$ cat src/rtl/core/szt_pkg.sv
// Shared types and constants for the smallest-box zone table.
// Holds the item and result structs, the internal command format and the FSM state type.
// No dependencies.
package szt_pkg;

	localparam int COORD_BITS     = 16;
	localparam int WORD_BITS      = 16;
	localparam int ZONE_SLOTS_DEF = 64;
	localparam int OUT_SLOT_W     = 6;
	localparam int OUT_COUNT_W    = 7;
	localparam int QUEUE_DEPTH    = 2;
	localparam int AREA_W         = 2 * COORD_BITS;

	localparam logic [1:0] MODE_ADD   = 2'd0;
	localparam logic [1:0] MODE_CLEAR = 2'd1;
	localparam logic [1:0] MODE_QUERY = 2'd2;

	typedef enum logic [1:0] {
		OP_ADD,
		OP_CLEAR,
		OP_QUERY,
		OP_NOP
	} op_t;

	typedef enum logic [1:0] {
		ST_IDLE,
		ST_EXEC,
		ST_SCAN,
		ST_FINISH
	} back_state_t;

	typedef struct packed {
		logic [1:0]                   mode;
		logic signed [COORD_BITS-1:0] box_min_x;
		logic signed [COORD_BITS-1:0] box_max_x;
		logic signed [COORD_BITS-1:0] box_min_z;
		logic signed [COORD_BITS-1:0] box_max_z;
		logic [WORD_BITS-1:0]         param_0;
		logic [WORD_BITS-1:0]         param_1;
		logic [WORD_BITS-1:0]         param_2;
		logic signed [COORD_BITS-1:0] point_x;
		logic signed [COORD_BITS-1:0] point_z;
	} item_t;

	typedef struct packed {
		logic [OUT_SLOT_W-1:0]  added_slot;
		logic                   add_failed;
		logic                   zone_found;
		logic [WORD_BITS-1:0]   result_word_0;
		logic [WORD_BITS-1:0]   result_word_1;
		logic [WORD_BITS-1:0]   result_word_2;
		logic [OUT_COUNT_W-1:0] used_zones;
	} result_t;

	// One stored zone: bounds and words, as kept in the slot memory.
	typedef struct packed {
		logic signed [COORD_BITS-1:0] min_x;
		logic signed [COORD_BITS-1:0] max_x;
		logic signed [COORD_BITS-1:0] min_z;
		logic signed [COORD_BITS-1:0] max_z;
		logic [WORD_BITS-1:0]         word_0;
		logic [WORD_BITS-1:0]         word_1;
		logic [WORD_BITS-1:0]         word_2;
	} entry_t;

	typedef struct packed {
		op_t                          op;
		entry_t                       zone;
		logic signed [COORD_BITS-1:0] point_x;
		logic signed [COORD_BITS-1:0] point_z;
	} cmd_t;

endpackage

$ cat src/rtl/core/szt_queue.sv
// Short command queue between the front end and the back end.
// Depends on szt_pkg.
module szt_queue (
	input  logic          clk,
	input  logic          arst_n,
	input  logic          push,
	input  szt_pkg::cmd_t push_cmd,
	input  logic          pop,
	output logic          full,
	output logic          not_empty,
	output szt_pkg::cmd_t head
);

	localparam int DEPTH = szt_pkg::QUEUE_DEPTH;
	localparam int PTR_W = (DEPTH > 1) ? $clog2(DEPTH) : 1;
	localparam int CNT_W = $clog2(DEPTH + 1);

	szt_pkg::cmd_t    entry_q [DEPTH];
	logic [PTR_W-1:0] wr_ptr_q;
	logic [PTR_W-1:0] rd_ptr_q;
	logic [CNT_W-1:0] fill_q;

	assign full      = (fill_q == CNT_W'(DEPTH));
	assign not_empty = (fill_q != '0);
	assign head      = entry_q[rd_ptr_q];

	always_ff @(posedge clk or negedge arst_n) begin
		if (!arst_n) begin
			wr_ptr_q <= '0;
			rd_ptr_q <= '0;
			fill_q   <= '0;
		end else begin
			if (push) begin
				wr_ptr_q <= (wr_ptr_q == PTR_W'(DEPTH - 1)) ? '0 : wr_ptr_q + 1'b1;
			end
			if (pop) begin
				rd_ptr_q <= (rd_ptr_q == PTR_W'(DEPTH - 1)) ? '0 : rd_ptr_q + 1'b1;
			end
			if (push && !pop) begin
				fill_q <= fill_q + 1'b1;
			end else if (pop && !push) begin
				fill_q <= fill_q - 1'b1;
			end
		end
	end

	always_ff @(posedge clk) begin
		if (push) begin
			entry_q[wr_ptr_q] <= push_cmd;
		end
	end

endmodule

$ cat config.mk
export PLATFORM = sky130hd
export DESIGN_NAME = szt_queue
export DESIGN_NICKNAME = d
export VERILOG_FILES = /design/src/rtl/core/szt_pkg.sv /design/src/rtl/core/szt_queue.sv
export SDC_FILE = /design/constraint.sdc
export NUM_CORES = 1
export LEC_CHECK = 0
export ABC_AREA = 1
export BUFFER_PORTS_ARGS = -buffer_cell sky130_fd_sc_hd__buf_2
export CORE_MARGIN = 1.5
export CORE_UTILIZATION = 52
export DETAILED_ROUTE_END_ITERATION = 12
export PLACE_DENSITY = 0.9
export SYNTH_ARGS = -nofsm -noshare
export SYNTH_HDL_FRONTEND = slang
export SYNTH_SLANG_ARGS = --single-unit
$ cat constraint.sdc
create_clock -name clk -period 9.4 [get_ports clk]
set_input_delay 1.88 -clock clk [delete_from_list [all_inputs] [get_ports clk]]
set_output_delay 1.88 -clock clk [all_outputs]
set_load 0.05 [all_outputs]
==> flow_summary.ini <==
[grt]
grt_use_total_pct = 18.0
grt_pass1_vias = 5872
grt_pass1_wl_mm = 30.1
grt_max_degree = 147
overflow = 0
antenna_found_initial = 1

[clock_tree]
cts_inserted_buffers = 29
post_cts_buffers = 0
clk_latency_ns = 0.52
htree_levels = 1
clk_pin_slew_ns = 0.06
tritoncts = yes
cts.sink_count = 296
cts_max_path_buffers = 3
root_buffer = clkbuf_16
cts_resized = 0
hold_buffers = 0

[route]
drc_errors = 0
vias_per_cell = 5.07
drt_iter0_markers = 264
drtPass1Iterations = 4
wl_per_cell_um = 18.4
drt.antenna.violating_nets = 0
route.vias.total = 5504
wirelength_mm = 20.0

[timing]
rsz0062_at_grt = false
relSlewSlack_pct = 22.8
setup_tns_ns = 0
timing.hold.ws_ns = 0.501
timing.final.max_slew_violations = 0
final_hold_viol_count = 0
fin_skew_ns = 0.00606
max_freq_ghz = 0.199
fin_crit_sh_pct = 53.4
period_needed_ns = 5.02
setup_slack_ns = 4.38
tightestPinTransition_ns = 1.16
setup_viol = 0

[worst_setup_path]
worst-setup-path-type = reg -> out
cpMaxStageDelayCell = dfrtp_4
path_max_fanout = 76
cp-start-kind = flop
r2r-start = wr_ptr_q
cp.arrival_ns = 3.14
r2r-end = entry_q[1][88]
max_stage_delay_ns = 1.05
required_ns = 7.52
worstPathCellList = buf_4, mux2_2, buf_2
r2r_cells = 3
cp-end-kind = output port
rrSetupSlack_ns = 6.99

[placement]
placed_cell_area_um2 = 12500
hpwl_mm = 13.2
place_ws_ns = 4.85
dp.cells = 1033
port_buffers = 297
gp_congestion = 0.731

[power]
power_mw = 4.77
p_leak_nw = 5.03
vdd_drop_max_uv = 223
powerDensity_nw_per_um2 = 357

[logic_synthesis]
ys_types = 13
synth_seq_cells = 296
netlist.top_cell.by_area = edfxtp_1
yosys.area.top_type_share_pct = 81.2
syn_inst = 479
yosysSeqAreaShare_pct = 82.2
post_synth.cell_area_avg_um2 = 22.5
yosysWarnings = 0
syn-cell-area_um2 = 10800
synth.area.top_cells = edfxtp_1 (81%), mux2_2 (15%), buf_6 (1.6%)
syn-num-nets = 630

[die]
core_um2 = 20300
die_w_um = 147
io_pins = 298
dieArea_um2 = 21600
num_rows = 52
die_h_um = 147
initial_core_util_pct = 53.2

[cells_and_area]
fillCellCount = 1353
fin_util_pct = 65.7
stdcell_count = 1086
design_area_um2 = 13300
drive_above_1_share_pct = 59.3
synthToLayoutAreaGrowth_pct = 23.6
fin_nets = 945

[min_path]
hold_class = reg -> reg
hold_start = fill_q[1]
holdPathEnd = fill_q[1]
hold_depth = 2

[flow_run]
maxCapViolations = 0

[run_status]
status = complete, no violations
-- cell usage after synthesis --
library cell and number:
ha_1 1, dfrtp_1 4, xnor2_1 1, buf_6 15, inv_1 7, nand4_1 1
nand2_1 6, buf_2 1, edfxtp_1 292, xor2_1 2, mux2_2 146, nor2_1 2
nand3_1 1
-- area by class of cell --
type	instances	area [um2]	area share [%]
clock inverter	12	78.8	0.591
sequential	296	8870	66.5
tap	270	338	2.53
timing repair buffer	300	1520	11.4
inverter	7	31.3	0.234
antenna	2	5.00	0.0375
multi-input combinational	160	1730	13.0
clock buffer	39	763	5.72
-- sequential cells by signal, summed over array words and instances (netlist names) --
name / count
entry_q: 292
fill_q: 2
rd_ptr_q: 1
wr_ptr_q: 1
-- worst max-delay path by stage --
stage	startpoint	to	slack (ns)	cells past startpoint
finish	rd_ptr_q	head[90]	4.38	3
global route	rd_ptr_q	head[131]	4.15	3
CTS	rd_ptr_q	head[89]	4.29	3
detailed placement	rd_ptr_q	head[90]	4.85	3
global placement	rd_ptr_q	head[89]	4.85	3
floorplan	push	entry_q[0][0]	0.72	2
-- cells by family after synthesis --
group / count (synthesis) / synth area share (%)
flops: 296 / 82.2
mux: 146 / 15.2
buf+inv: 23 / 1.85
simple gates: 10 / 0.383
xor+xnor: 3 / 0.243
fa+ha+maj: 1 / 0.116
-- cells in the final DEF, fill, tap and decap left out, types with 2 or more instances in the layout --
master     instances
clkbuf_16         29
edfxtp_1         292
xor2_1             2
nand2_1            6
buf_4              2
clkbuf_1          10
diode_2            2
inv_1              6
clkinv_1           7
clkinv_2           3
dfrtp_1            3
mux2_2           146
buf_2            297
-- worst max-delay path, delay by kind of cell (launching register included) --
kind | cells | cell delay (ns)
mux | 1 | 0.43
flops | 1 | 1.05
buf+inv | 2 | 1.06
-- per-layer routing --
metal / up-vias / track usage, % / wire length (um)
li1: 2530 / - / -
met1: 2666 / 19.7 / 7040
met2: 254 / 32.3 / 10500
met3: 54 / 6.21 / 1780
met4: 0 / 6.50 / 696
met5: - / 0 / 0
-- where the power goes --
part | leakage (nW) | total (mW) | switching [mW] | internal, mW
combinational | 1.84 | 1.87 | 1.37 | 0.502
clock | 0.406 | 1.03 | 0.435 | 0.591
sequential | 2.79 | 1.87 | 0.118 | 1.75
total | 5.03 | 4.77 | 1.92 | 2.85
Note: power is estimated with default switching activity, not from simulation.
